### config.mk
export PLATFORM = sky130hd
export DESIGN_NAME = vn_sqrt
export DESIGN_NICKNAME = d
export VERILOG_FILES = /design/src/rtl/core/vn_pkg.sv /design/src/rtl/core/vn_sqrt.sv
export SDC_FILE = /design/constraint.sdc
export NUM_CORES = 2
export LEC_CHECK = 0
export ABC_CLOCK_PERIOD_IN_PS = 6700
export BUFFER_PORTS_ARGS = -buffer_cell sky130_fd_sc_hd__buf_2
export CELL_PAD_IN_SITES_DETAIL_PLACEMENT = 2
export CELL_PAD_IN_SITES_GLOBAL_PLACEMENT = 2
export CORE_AREA = 4 4 523 525
export CTS_CLUSTER_SIZE = 30
export DETAILED_ROUTE_END_ITERATION = 12
export DIE_AREA = 0 0 527 529
export GPL_TIMING_DRIVEN = 0
export PLACE_DENSITY = 0.89
export SYNTH_ARGS = -nofsm -noshare
export SYNTH_HDL_FRONTEND = slang
export SYNTH_SLANG_ARGS = --single-unit
### constraint.sdc
create_clock -name clk -period 6.7 [get_ports clk]
set_input_delay 1.34 -clock clk [delete_from_list [all_inputs] [get_ports clk]]
set_output_delay 1.34 -clock clk [all_outputs]
set_load 0.01 [all_outputs]
### src/rtl/core/vn_pkg.sv
// ----------------------------------------------------------------------------
// vn_pkg: shared types and constants for the vector normalizer
// Holds the per-stage control bundle and the fixed-point format constants.
// ----------------------------------------------------------------------------
package vn_pkg;

  // Default width of one input component.
  localparam int COMPONENT_BITS_DEF = 16;

  // Output format: signed Q1.14 in 16 bits.
  localparam int OUT_BITS  = 16;
  localparam int FRAC_BITS = 14;

  // Quotient bits before rounding; the magnitude never exceeds one.
  localparam int Q_BITS = FRAC_BITS + 1;

  // The squared length is scaled by 2^ROOT_PAD before the root is taken, and
  // each component by 2^NUM_SHIFT before the division.
  localparam int ROOT_PAD  = 2 * (FRAC_BITS + 1);
  localparam int NUM_SHIFT = 2 * FRAC_BITS + 1;

  localparam logic [Q_BITS-1:0] UNIT_ONE = Q_BITS'(1) << FRAC_BITS;

  // Control bundle that travels with every item through the pipeline.
  typedef struct packed {
    logic       valid;
    logic       zero;
    logic [2:0] neg;
  } vn_ctl_t;

endpackage

### src/rtl/core/vn_sqrt.sv
// ----------------------------------------------------------------------------
// vn_sqrt: pipelined integer square root
// One root bit per register stage, restoring digit-by-digit method.
// ----------------------------------------------------------------------------
module vn_sqrt #(
  parameter int N = vn_pkg::COMPONENT_BITS_DEF
) (
  input  logic                 clk,
  input  logic                 rst,
  input  logic                 en,
  input  vn_pkg::vn_ctl_t      ctl_in,
  input  logic [2:0][N-1:0]    mag_in,
  input  logic [2*N-1:0]       sum_in,
  output vn_pkg::vn_ctl_t      ctl_out,
  output logic [2:0][N-1:0]    mag_out,
  output logic [N+vn_pkg::ROOT_PAD/2-1:0] root_out
);

  localparam int RW  = 2 * N + vn_pkg::ROOT_PAD;
  localparam int RB  = RW / 2;
  localparam int RMW = RB + 2;

  vn_pkg::vn_ctl_t      ctl_s  [RB+1];
  logic [2:0][N-1:0]    mag_s  [RB+1];
  logic [RW-1:0]        rad_s  [RB+1];
  logic [RMW-1:0]       rem_s  [RB+1];
  logic [RB-1:0]        root_s [RB+1];

  // Stage zero is the incoming item with the padded radicand.
  assign ctl_s[0]  = ctl_in;
  assign mag_s[0]  = mag_in;
  assign rad_s[0]  = {sum_in, {vn_pkg::ROOT_PAD{1'b0}}};
  assign rem_s[0]  = '0;
  assign root_s[0] = '0;

  for (genvar k = 0; k < RB; k++) begin : g_step
    localparam int POS = 2 * (RB - 1 - k);
    logic [RMW-1:0] shifted, trial;

    // Bring down the next bit pair and try the next root bit.
    always_comb begin
      shifted = {rem_s[k][RMW-3:0], rad_s[k][POS+1:POS]};
      trial   = {root_s[k], 2'b01};
    end

    always_ff @(posedge clk) begin
      if (rst) begin
        ctl_s[k+1] <= '0;
      end else if (en) begin
        ctl_s[k+1] <= ctl_s[k];
      end
    end

    always_ff @(posedge clk) begin
      if (en) begin
        mag_s[k+1] <= mag_s[k];
        rad_s[k+1] <= rad_s[k];
        if (shifted >= trial) begin
          rem_s[k+1]  <= shifted - trial;
          root_s[k+1] <= {root_s[k][RB-2:0], 1'b1};
        end else begin
          rem_s[k+1]  <= shifted;
          root_s[k+1] <= {root_s[k][RB-2:0], 1'b0};
        end
      end
    end
  end

  assign ctl_out  = ctl_s[RB];
  assign mag_out  = mag_s[RB];
  assign root_out = root_s[RB];

endmodule

==> flow_summary_export.csv, run 1 <==
group,metric,value,unit
yosys,synth_top_area_share,69.3,%
placement,place.gp.congestion,0.885,
yosys,synth_warnings,0,
yosys,netlist_area,134000,µm²
die,ioPinCount,172,
yosys,synth_area_leader_cell,"edfxtp_1",
die,fp-row-count,191,
yosys,synth_flop_cell,"edfxtp_1",
yosys,synth_cell_types,93,
die,chipWidth,527,µm
placement,io_buffers,170,
yosys,yosysSeqAreaShare,71.6,%
yosys,syn_nets,9667,
outcome,lastStage,"detailed placement",
yosys,avgSynthCellArea,14.7,µm²
die,die_h,529,µm
outcome,error,"[ERROR DPL-0033] detailed placement checks failed during check placement.",
yosys,synth-edff-count,3084,
yosys,syn_inst,9063,
placement,dp.final_hpwl,325000,µm
yosys,synth-seq-cells,3239,
die,start_util,49.6,%
yosys,yosys-top-cells-area,"edfxtp_1 (69%), ha_1 (4.7%), dfxtp_1 (2.3%)",
yosys,synth-async-reset-ratio,0,%
outcome,status,"aborted with a tool error",
-- kinds of logic after synthesis --
logic type	count (synthesis)	share of synthesized area, %
other	1	0.00281
and+or+nand+nor	2060	7.59
muxes	267	2.09
buffers and inverters	857	2.57
xor gates and xnor gates	659	4.32
DFF	3239	71.6
AOI/OAI and AO/OA	1464	6.90
adders and majority gates	516	4.91
-- per-stage QoR --
stage	hold WS [ns]	worst slack [ns]	cells	instance area, µm²
2_1_floorplan	0.400	3.20	9063	134000
3_3_place_gp	0.400	-44.24	12803	139000
-- cell usage after synthesis, types with 50 or more instances --
cell type  instances
a21o_1           175
a21oi_1          421
and3_1            50
buf_4             53
clkbuf_1         132
dfxtp_1          155
edfxtp_1        3084
ha_1             502
inv_1            641
mux2_2           101
mux2i_1          166
nand2_1          487
nand2b_1          74
nand3_1          111
nand4_1           77
nor2_1           599
nor2b_1           68
nor3_1           188
nor4_1           106
o21a_1           107
o21ai_0          376
o31ai_1           60
or3_1             71
xnor2_1          335
xor2_1           324
==> run 2, diff against run 1 <==
Settings changed: CELL_PAD_IN_SITES_DETAIL_PLACEMENT 2 to unset, CELL_PAD_IN_SITES_GLOBAL_PLACEMENT 2 to unset, CORE_AREA 4 4 523 525 to 4 4 584 586, CTS_CLUSTER_SIZE 30 to unset, DIE_AREA 0 0 527 529 to 0 0 588 590, PLACE_DENSITY 0.89 to unset, PLACE_DENSITY_LB_ADDON set to 0.15.
==> run 2 against run 1 <==
  * Synthesized cell count did not move
  * The run now ends clean
  * Synthesized area did not move
==> flow_summary_export.csv, run 2 <==
group,metric,value,unit
outcome,status,"complete, no violations",
layout,layout_common_cells,"edfxtp_1 (3084), inv_1 (641), nor2_1 (599)",
layout,largest-register,"mag_s",
sta,fin_crit,5.33,ns
critical_path,required,7.45,ns
grt,antenna_found_initial,7,
layout,area_growth,13.9,%
hold_path,min_path_cells,0,
sta,relSlewSlack,12.7,%
power,ir_worst_vdd,0.000238,V
yosys,yosysSeqAreaShare,71.6,%
clocking,cts_buffers,356,
placement,place.gp.congestion,0.867,
die,coreArea,336000,µm²
sta,max_freq,0.188,GHz
clocking,cts_resized,0,
clocking,cts.sinks,3239,
hold_path,hp-class,"flip-flop to flip-flop",
placement,io_buffers,170,
clocking,cts_tree,"done",
route,drtIter0Drc,4353,
die,start_util,39.8,%
grt,grt_util_met2,23.3,%
route,vias,71414,
power,comb_power_share,14.4,%
critical_path,crit_path_end_kind,"flip-flop",
clocking,ctsHtreeMaxLevel,5,
layout,final_common_cell,"edfxtp_1",
power,power.density,345,nW/µm²
critical_path,r2r-start,"g_step[29].shifted[8]",
die,fp-row-count,213,
yosys,synth_cell_types,93,
layout,fin_nets,10215,
sta,min_period_over_period,79.5,%
layout,drive_above_1_share,9.39,%
power,p_leak,56.5,nW
route,avgRoutedWirePerCell,16.7,µm
yosys,syn_inst,9063,
placement,dpl-instance-area,141000,µm²
clocking,cts_setup_buffers,0,
clocking,clk_pin_slew,0.06,ns
yosys,synth-seq-cells,3239,
hold_path,min_from,"mag_s[525]",
grt,overflow,0,
yosys,syn_nets,9667,
route,via_per_inst,4.99,
sta,tns,0,ns
route,detail-route-antenna-nets,0,
hold_path,min_to,"mag_s[477]",
power,switchingPower,0.0131,W
critical_path,cp_top_family,"buffers and inverters",
critical_path,path_cells,"buf_12 -> buf_16 -> buf_16 -> buf_16 -> buf_16 -> clkbuf_1 -> clkbuf_1 -> mux2i_1 -> nor2_1",
sta,setup_viol,0,
route,drc,0,
grt,grt_max_degree,194,
yosys,synth_flop_cell,"edfxtp_1",
critical_path,reg2reg_setup_slack,1.38,ns
yosys,netlist_area,134000,µm²
sta,slew_viol_final,0,
placement,dp.final_hpwl,163000,µm
layout,fin_area,152000,µm²
sta,max_slew.worst_pin.slew,1.29,ns
clocking,cts_hold_buf,0,
yosys,synth_area_leader_cell,"edfxtp_1",
die,chipWidth,588,µm
critical_path,critPathBufInv,7,
critical_path,cp_common_cell,"buf_16",
grt,track_usage,13.5,%
die,die-area,347000,µm²
clocking,clk_latency,0.91,ns
power,pwr-share-clk,36.6,%
power,p_sw_share,24.9,%
route,first_pass_iters,6,
grt,grt_pass1_wl,385000,µm
critical_path,path_max_fanout,169,
route,wirelength,239000,µm
sta,fin_skew,0.0414,ns
grt,first_global_vias,72767,
power,power,0.0526,W
yosys,synth-edff-count,3084,
clocking,ctsRootBufferMaster,"clkbuf_16",
critical_path,reg2reg_depth,12,
critical_path,cp_slowest_stage_delay,0.86,ns
yosys,avgSynthCellArea,14.7,µm²
critical_path,critPathLaunchType,"input port",
yosys,synth-async-reset-ratio,0,%
power,intPower,0.0395,W
layout,largest_reg_flops,1440,
layout,fillers,29259,
critical_path,arrival,6.08,ns
power,power_frac_seq,49.0,%
grt,met3_usage,2.53,%
yosys,yosys-top-cells-count,"edfxtp_1 (3084), inv_1 (641), nor2_1 (599)",
yosys,synth_top_area_share,69.3,%
flow_run,maxCapViolations,0,
clocking,clockBufferDepth,4,
yosys,synth_warnings,0,
yosys,yosysMostFrequentCell,"edfxtp_1",
sta,timing.final.hold_violations,0,
die,die_h,590,µm
critical_path,crit_type,"input port to flip-flop",
die,ioPinCount,172,
grt,busiest_layer,"met2",
grt,met1_usage,16.7,%
critical_path,r2r-end,"g_step[30].shifted[31]",
critical_path,worst_path_max_delay_cell,"clkbuf_1",
sta,grt_setup_unrepaired,"no",
yosys,yosys-top-cells-area,"edfxtp_1 (69%), ha_1 (4.7%), dfxtp_1 (2.3%)",
## run 2: cell counts after synthesis
No cell type changed its count.
## run 2: through the flow
| step | worst slack, ns | instances | utilization (%) | hold slack, ns |
|---|---|---|---|---|
| global placement | -46.14 | 13640 | 41.7 | 0.400 |
| floorplan | 3.20 | 9063 | - | 0.400 |
| global route | 1.07 | 14304 | 45.3 | 0.407 |
| detailed placement | 0.277 | 13660 | 41.9 | 0.405 |
| finish | 1.37 | 14304 | 45.3 | 0.393 |
| CTS | 1.29 | 14303 | 45.3 | 0.387 |
## run 2: area by class of cell
cell class	count	area [µm²]	area share, %
Inverter	649	2440	1.60
Antenna cell	1	2.50	0.00164
Sequential cell	3239	95700	62.9
Tap cell	4407	5510	3.62
Buffer	208	1000	0.659
Clock buffer	444	9480	6.23
Timing Repair Buffer	190	1420	0.931
Multi-Input combinational cell	4967	34500	22.7
Clock inverter	199	2110	1.38
## run 2: worst reg2reg max path, stage by stage (launching register included)
cell	delay (ns)
edfxtp_1	0.40
ha_1	0.39
a2111oi_0	0.49
o21ai_0	0.30
nand4_1	0.20
o311ai_0	0.36
a31o_2	0.42
a31oi_1	0.42
o211ai_1	0.21
o22ai_1	0.90
inv_2	0.29
buf_2	0.33
mux2_2	0.33
## run 2: cells by family (layout without fill, tap and decap cells)
family / after synthesis / count (layout) / synth area share (%)
buf+inv: 857 / 1690 / 2.57
flops: 3239 / 3239 / 71.6
compound gates: 1464 / 1464 / 6.90
simple gates: 2060 / 2060 / 7.59
fa+ha+maj: 516 / 516 / 4.91
xor+xnor: 659 / 659 / 4.32
other cells: 1 / 2 / 0.00281
mux: 267 / 267 / 2.09
## run 2: how the worst max path moves through the flow
stage                             start                     end  slack, ns  cells past startpoint
detailed placement                   en               ctl_s[73]       0.28                      9
finish                               en              ctl_s[143]       1.37                      9
CTS                                  en               ctl_s[73]       1.29                      9
global route                         en              mag_s[248]       1.07                      7
global placement                     en             mag_out[18]     -46.14                      1
floorplan           g_step[29].trial[2]  g_step[30].shifted[32]       3.20                     13
## run 2: per-layer routing
metal	part of all wire [%]	vias to the layer above
met1	42	34510
met5	0	-
li1	-	34912
met2	49	1417
met4	4.2	0
met3	4.5	575
## run 2: power groups by stage
stage	clock network (W)	registers, W	logic [W]
floorplan	0	0.0257	0.00551
global placement	0	0.0280	0.00734
detailed placement	0	0.0262	0.00753
CTS	0.0201	0.0258	0.00758
global route	0.0210	0.0260	0.00846
finish	0.0192	0.0258	0.00755
(Power assumes the default switching activity.)
