[config.mk]
export PLATFORM = sky130hd
export DESIGN_NAME = vn_square
export DESIGN_NICKNAME = d
export VERILOG_FILES = /design/src/rtl/core/vn_pkg.sv /design/src/rtl/core/vn_square.sv
export SDC_FILE = /design/constraint.sdc
export NUM_CORES = 2
export LEC_CHECK = 0
export BUFFER_PORTS_ARGS = -buffer_cell sky130_fd_sc_hd__buf_2
export CAP_MARGIN = 0
export CELL_PAD_IN_SITES_DETAIL_PLACEMENT = 0
export CELL_PAD_IN_SITES_GLOBAL_PLACEMENT = 1
export CORE_UTILIZATION = 45
export CTS_CLUSTER_DIAMETER = 120
export DETAILED_ROUTE_END_ITERATION = 10
export GPL_TIMING_DRIVEN = 0
export PLACE_DENSITY_LB_ADDON = 0.1
export SYNTH_ARGS = -nofsm -noshare
export SYNTH_HDL_FRONTEND = slang
export SYNTH_SLANG_ARGS = --single-unit
[constraint.sdc]
create_clock -name clk -period 8.5 [get_ports clk]
set_input_delay 0.425 -clock clk [delete_from_list [all_inputs] [get_ports clk]]
set_output_delay 0.425 -clock clk [all_outputs]
set_load 0.02 [all_outputs]
[src/rtl/core/vn_pkg.sv]
// ----------------------------------------------------------------------------
// vn_pkg: shared types and constants for the vector normalizer
// Holds the per-stage control bundle and the fixed-point format constants.
// ----------------------------------------------------------------------------
package vn_pkg;

  // Default width of one input component.
  localparam int COMPONENT_BITS_DEF = 16;

  // Output format: signed Q1.14 in 16 bits.
  localparam int OUT_BITS  = 16;
  localparam int FRAC_BITS = 14;

  // Quotient bits before rounding; the magnitude never exceeds one.
  localparam int Q_BITS = FRAC_BITS + 1;

  // The squared length is scaled by 2^ROOT_PAD before the root is taken, and
  // each component by 2^NUM_SHIFT before the division.
  localparam int ROOT_PAD  = 2 * (FRAC_BITS + 1);
  localparam int NUM_SHIFT = 2 * FRAC_BITS + 1;

  localparam logic [Q_BITS-1:0] UNIT_ONE = Q_BITS'(1) << FRAC_BITS;

  // Control bundle that travels with every item through the pipeline.
  typedef struct packed {
    logic       valid;
    logic       zero;
    logic [2:0] neg;
  } vn_ctl_t;

endpackage

[src/rtl/core/vn_square.sv]
// ----------------------------------------------------------------------------
// vn_square: magnitude, squaring and sum of squares
// Three register stages: absolute value, one square per lane, then the sum.
// ----------------------------------------------------------------------------
module vn_square #(
  parameter int N = vn_pkg::COMPONENT_BITS_DEF
) (
  input  logic                   clk,
  input  logic                   rst,
  input  logic                   en,
  input  logic                   in_valid,
  input  logic [2:0][N-1:0]      comp,
  output vn_pkg::vn_ctl_t        ctl_out,
  output logic [2:0][N-1:0]      mag_out,
  output logic [2*N-1:0]         sum_out
);

  vn_pkg::vn_ctl_t       ctl_a, ctl_b;
  logic [2:0][N-1:0]     mag_a, mag_b;
  logic [2:0][2*N-1:0]   sq_b;
  logic [2:0][N-1:0]     mag_in;
  logic [2:0]            neg_in;

  // Split each two's complement component into sign and magnitude.
  always_comb begin
    for (int i = 0; i < 3; i++) begin
      neg_in[i] = comp[i][N-1];
      mag_in[i] = neg_in[i] ? (~comp[i] + N'(1)) : comp[i];
    end
  end

  // Control registers of the three stages.
  always_ff @(posedge clk) begin
    if (rst) begin
      ctl_a   <= '0;
      ctl_b   <= '0;
      ctl_out <= '0;
    end else if (en) begin
      ctl_a.valid <= in_valid;
      ctl_a.zero  <= (comp[0] == '0) && (comp[1] == '0) && (comp[2] == '0);
      ctl_a.neg   <= neg_in;
      ctl_b       <= ctl_a;
      ctl_out     <= ctl_b;
    end
  end

  // Data registers: magnitudes, squares, sum.
  always_ff @(posedge clk) begin
    if (en) begin
      mag_a <= mag_in;
      mag_b <= mag_a;
      mag_out <= mag_b;
      for (int i = 0; i < 3; i++) begin
        sq_b[i] <= {{N{1'b0}}, mag_a[i]} * {{N{1'b0}}, mag_a[i]};
      end
      sum_out <= sq_b[0] + sq_b[1] + sq_b[2];
    end
  end

endmodule

# ---- Yosys cells after proc, flatten, opt, wreduce, memory -nomap -nowiden
# Cells that the tools add are included.
dict set report word_totals {
  regBits 287
  elab_cells 44
}
dict set report op_classes {
  addsub 5
  multipliers 3
  n_mux 3
  bitwise 3
  reduce_logical 5
}
# operator count
set op_table {}
lappend op_table {{16-bit by 16-bit multiplier with 32-bit output} 3}
lappend op_table {{32-bit adder} 2}
lappend op_table {{16-bit by 1-bit adder with 16-bit output (second input constant)} 3}
lappend op_table {{16-bit logical NOT} 3}
lappend op_table {{16-bit inverter} 3}
lappend op_table {{15-bit 2-to-1 mux} 3}
lappend op_table {{1-bit logical AND} 2}

# ---- Depth between registers and ports, before layout
dict set report depth {
  ltp_word 3
  depth_mapped 25
  ltp_nobuf 22
}

# ---- Least setup slack after synthesis
# Ideal clock, no wire load.
dict set report synth_timing {
  path_type {register to register}
  start {register mag_a[40] (netlist name)}
  end {register sq_b[94] (netlist name), data pin}
  t_arrival_ns 5.636
  setup_slack_ns 2.595
  path_stages_with_launch 24
  cell_sequence {edfxtp_1 clkbuf_1 nand2_1 inv_1 fa_1 inv_1 fa_1 inv_1 fa_1 inv_1 fa_1 inv_1 fa_1 inv_1 fa_1 inv_1 ha_1 o21ai_1 o21bai_1 o21ai_1 a311oi_2 a21oi_2 o41ai_2 xor2_1}
}
dict set report synth_between {
  elab_chain_len 1
}
# element line
set synth_lines {}
lappend synth_lines {{start: declaration} vn_square.sv:19} ;# logic [2:0][N-1:0] mag_a, mag_b;
lappend synth_lines {{start signal: assignment} vn_square.sv:50} ;# mag_a <= mag_in;
lappend synth_lines {{16-bit by 16-bit multiplier with 32-bit output} vn_square.sv:54} ;# sq_b[i] <= {{N{1'b0}}, mag_a[i]} * {{N{1'b0}}, mag_a[i]};
lappend synth_lines {{end signal: indexed assignment} vn_square.sv:54}
lappend synth_lines {{end: declaration} vn_square.sv:20} ;# logic [2:0][2*N-1:0] sq_b;
# No other way between the ends.
# A chain may end at the register's enable or synchronous reset.

# ---- Final worst setup path
dict set report layout_timing {
  start {register mag_a[20] (netlist name)}
  end {register sq_b[60] (netlist name), data pin}
}
# The elaborated chain is that of the path after synthesis.

==> results.md <==
- The flow ran to the end, and the final reports show no timing, DRC or antenna violations.
- The number of antenna violations at the first check in global routing is 5.
- Across every metal layer, demand over resource in global routing totals 22.3%.
- Of all flip-flops after synthesis, the portion carrying an async set or reset was 0%.
- The relative max-transition margin is between 10% and 20%.
- The master of the slowest instance on the critical path is sky130_fd_sc_hd__clkbuf_1.
- The via total after detailed routing is between 20,000 and 25,000.
- Timing would allow up to between 0.1 and 0.15 GHz.
- The path type of the worst setup path is flip-flop to flip-flop.
- The detail-routed via count per cell is 5.12.
- The signed area change from the synthesized netlist to the final layout is 9.46%.
- For this run, the detailed router's first-pass iteration total came to 6.
- The depth of the worst hold-timing path is 1.
- Summed over all instances, the cell type with the most area after synthesis is sky130_fd_sc_hd__fa_1.
- The buffers inserted during post-CTS setup optimization is 0.
- The synthesized flop and latch total is approximately 280.
- The initial utilization of the core area, before any placement, comes to 45.5%.
- The slack of the worst reg-to-reg path is approximately 1.3 ns.
- By area the synthesized netlist is led by sky130_fd_sc_hd__fa_1 31%, sky130_fd_sc_hd__edfxtp_1 24%, sky130_fd_sc_hd__ha_1 12%, sky130_fd_sc_hd__inv_1 8.6%, sky130_fd_sc_hd__nand2_1 3.4%.
- The most repeated cell in the gate-level netlist after synthesis is sky130_fd_sc_hd__inv_1.
- The final clock period utilization by the worst path is approximately 85%.
- For the final routed database, the setup TNS stands at 0 ns.
- The number of violations reported at the end of detailed-routing iteration 0 is 1,150.
- On the worst path, the slowest cell contributes a delay of 0.60 ns.
- The count of standard-cell rows is 100.
- The final hold violation count was 0.
- The final non-filler cell total is 4,466.
- The final wirelength is 81,700 um.
- Counting the buffers created by CTS gives 37.
- The synthesized netlist contains 82 unique library cells.
- TritonCTS built the clock tree.
- Setup repair after global routing left no endpoint under its margin.
- The fraction of the yosys area taken by sequential cells is 24.5%.
- The slew at the pin closest to its max-slew limit is 1.25 ns.
- Counting flops with a built-in enable in the synthesized netlist gives 266.
- Among all flip-flop cells after synthesis, the most frequent one is sky130_fd_sc_hd__edfxtp_1.
- The post-detailed-route DRC marker count is 0.
- The mapped cell area is 33,900 um^2.
- Entering global routing, the biggest net connects roughly 110 pins.
- The buffer type at the clock tree root is sky130_fd_sc_hd__clkbuf_16.
- The startpoint identified for the worst hold timing path is comp[32].
- The number of synthesis warnings is 0.
- The number of standard cells after synthesis is 3,294.
- The data arrival time of the critical path is ~7.5 ns.
- The reg-to-reg critical path endpoint is sq_b[60].
- Between clock sinks in the finished design, the worst skew comes to between 0.01 and 0.015 ns.
- Ranked by instance count, the synthesized netlist is headed by 773 x sky130_fd_sc_hd__inv_1, 520 x sky130_fd_sc_hd__fa_1, 329 x sky130_fd_sc_hd__ha_1, 307 x sky130_fd_sc_hd__nand2_1, 266 x sky130_fd_sc_hd__edfxtp_1.
- Clock tree synthesis found a total of 281 sinks.
- After filler insertion, the fill cell instance count of the layout stands at roughly 6,900.
- The combined buffer and inverter count along the critical path is 6.
- The H-tree depth is 2.
- The net count of the finished layout is 4,371.
- The area of the core region is 74,400 um^2.
- The worst register-to-register path begins at mag_a[20].
- The cell with the most instances on the worst path is sky130_fd_sc_hd__fa_1.
- The required arrival time at the worst endpoint is 8.80 ns.
- The worst hold path terminates at mag_a[32].
- The worst setup path is captured at a flip-flop.
- In this run, post-CTS hold repair placed 0 buffers.
- The clock insertion delay at the later pin of the skew report is 0.56 ns.
- The number of buffers between clock root and the deepest sink is 3.
- Of the cells placed in the final design, the portion with a size suffix greater than 1 is 7.07%.
- The number of buffers added on ports is 133.
- The average wire length per cell after detail routing is approximately 18 um.
- The floorplan step defined a die boundary enclosing around 76,000 um^2.
- The placed instance count is 4,400.
- Traced cell by cell, the critical path runs through clkbuf_1 > clkbuf_1 > nand2_1 > fa_1 > inv_1 > fa_1 > fa_1 > fa_1 > fa_1 > inv_1 > fa_1 > inv_1 > ha_1 > clkbuf_1 > and3_1 > nor2b_1 > nand3_1 > a21oi_1 > nor4_1 > o31ai_1 > xnor2_1.
- The number of instances resized during post-cts repair is 0.
- The area share of the largest cell type after synthesis is 30.7%.
- The count of pins over their slew limit was 0.
- The max-cap violation count is 0.
- Averaged over all synthesized cells, the footprint is 10.3 um^2.
- The top-level port count is 137.
- The overflow left after global routing is 0.
- The estimated wirelength of the detail-placed design is around 68,000 um.
- The number of nets with antenna violations after detailed routing is 0.
- The worst register-to-register path has a depth of 21.
- Setup violations remaining at the end of the flow were counted as 0.
- Clock-pin slew was measured on the worst setup and hold paths at approximately 0.060 ns.
- Routability-driven placement finished with a final weighted congestion of 0.900.
- Of all nets on the critical path, the largest fanout is 10.
- The first-pass GRT wire length is 133,000 um.
- From bottom edge to top edge, the die measures about 280 um.
- The horizontal extent of the die is around 280 um.
- The startpoint kind of the worst setup timing path is a flip-flop.
- The tightest min-delay check is of the input pin to flip-flop type.
- The dominant delay contributor by cell family on the critical path is adder cells.
- The clock period could shrink to 7.22 ns.
- The via count of the first global-routing pass is 24,600.
-- kinds of logic (layout without fill, tap and decap cells) --
logic type	Yosys count	count (layout)	share of synthesized area (%)
xor+xnor	169	169	4.37
buf+inv	869	1069	9.71
fa+ha+maj	849	849	42.9
flops	281	281	24.5
mux	19	19	0.573
other cells	1	4	0.0111
simple gates	710	710	10.0
compound gates	396	396	7.94
-- state kept, by name, indices dropped and copies added (netlist names) --
register and count:
ctl_out 5, mag_b 48, ctl_a 5, sum_out 32, sq_b 90, mag_a 48
mag_out 48, ctl_b 5
-- worst reg2reg max path, stage by stage (launching register included) --
cell and delay [ns]:
sky130_fd_sc_hd__edfxtp_1 0.51, sky130_fd_sc_hd__clkbuf_1 0.45, sky130_fd_sc_hd__clkbuf_1 0.60, sky130_fd_sc_hd__nand2_1 0.19, sky130_fd_sc_hd__fa_1 0.51, sky130_fd_sc_hd__inv_1 0.05
sky130_fd_sc_hd__fa_1 0.47, sky130_fd_sc_hd__fa_1 0.51, sky130_fd_sc_hd__fa_1 0.51, sky130_fd_sc_hd__fa_1 0.49, sky130_fd_sc_hd__inv_1 0.05, sky130_fd_sc_hd__fa_1 0.47
sky130_fd_sc_hd__inv_1 0.04, sky130_fd_sc_hd__ha_1 0.25, sky130_fd_sc_hd__clkbuf_1 0.25, sky130_fd_sc_hd__and3_1 0.26, sky130_fd_sc_hd__nor2b_1 0.37, sky130_fd_sc_hd__nand3_1 0.12
sky130_fd_sc_hd__a21oi_1 0.31, sky130_fd_sc_hd__nor4_1 0.12, sky130_fd_sc_hd__o31ai_1 0.28, sky130_fd_sc_hd__xnor2_1 0.13
-- placed cells by master, fill, tap and decap left out, types with 12 or more instances in the layout --
| master | synthesis | layout |
|---|---|---|
| sky130_fd_sc_hd__inv_1 | 773 | 773 |
| sky130_fd_sc_hd__fa_1 | 520 | 520 |
| sky130_fd_sc_hd__ha_1 | 329 | 329 |
| sky130_fd_sc_hd__nand2_1 | 307 | 307 |
| sky130_fd_sc_hd__edfxtp_1 | 266 | 266 |
| sky130_fd_sc_hd__buf_2 | 11 | 143 |
| sky130_fd_sc_hd__xnor2_1 | 125 | 125 |
| sky130_fd_sc_hd__and2_1 | 121 | 121 |
| sky130_fd_sc_hd__a21oi_1 | 116 | 116 |
| sky130_fd_sc_hd__nor2_1 | 108 | 108 |
| sky130_fd_sc_hd__clkbuf_1 | 82 | 88 |
| sky130_fd_sc_hd__a21o_1 | 65 | 65 |
| sky130_fd_sc_hd__o21ai_0 | 54 | 54 |
| sky130_fd_sc_hd__xor2_1 | 44 | 44 |
| sky130_fd_sc_hd__nand3_1 | 39 | 39 |
| sky130_fd_sc_hd__clkbuf_16 | 0 | 39 |
| sky130_fd_sc_hd__nor2b_1 | 24 | 24 |
| sky130_fd_sc_hd__o21bai_1 | 21 | 21 |
| sky130_fd_sc_hd__nand4_1 | 19 | 19 |
| sky130_fd_sc_hd__o31ai_1 | 18 | 18 |
| sky130_fd_sc_hd__and3_1 | 16 | 16 |
| sky130_fd_sc_hd__mux2i_1 | 16 | 16 |
| sky130_fd_sc_hd__dfxtp_1 | 15 | 15 |
| sky130_fd_sc_hd__nor3_1 | 14 | 14 |
| sky130_fd_sc_hd__o21a_1 | 13 | 13 |
| sky130_fd_sc_hd__o21ai_1 | 12 | 12 |
| sky130_fd_sc_hd__nand2b_1 | 12 | 12 |
-- final cells by class --
class	instances	area [um^2]	share of cell area [%]
repair buffers	135	731	1.97
inverters	773	2900	7.83
flip-flops and latches	281	8290	22.4
clock inverters	20	253	0.682
clock buffers	45	998	2.69
plain buffers	96	385	1.04
multi-input cells	2146	22300	60.1
well taps	969	1210	3.27
diodes	1	2.50	0.00675
-- worst max path at each step --
stage	start	endpoint	slack, ns	cells after the start
floorplan	mag_a[40]	sq_b[94]	2.59	23
global placement	mag_a[20]	sq_b[60]	1.42	21
detailed placement	mag_a[20]	sq_b[60]	1.42	21
CTS	mag_a[20]	sq_b[60]	1.40	21
global route	mag_a[20]	sq_b[58]	1.00	21
finish	mag_a[20]	sq_b[60]	1.28	21
-- metal layers --
metal / wire length, um / part of all wire, % / GRT usage [%]
met1: 36600 / 45 / 30.3
met2: 38800 / 47 / 37.1
met3: 4110 / 5.0 / 3.52
met4: 2230 / 2.7 / 6.00
met5: 0 / 0 / 0
-- per-stage QoR --
| step | worst slack, ns | hold WS (ns) | utilization (%) | cell area [um^2] |
|---|---|---|---|---|
| after CTS | 1.40 | 0.0474 | 49.8 | 37100 |
| after floorplan | 2.59 | 0.400 | - | 33900 |
| final | 1.28 | 0.0931 | 49.8 | 37100 |
| after global placement | 1.42 | 0.401 | 48.0 | 35700 |
| after global routing | 1.00 | 0.0632 | 49.8 | 37100 |
| after detailed placement | 1.42 | 0.405 | 48.1 | 35800 |
Power is not shown: default switching activity piles up to over one toggle a cycle in this logic, so the estimate is an artifact.
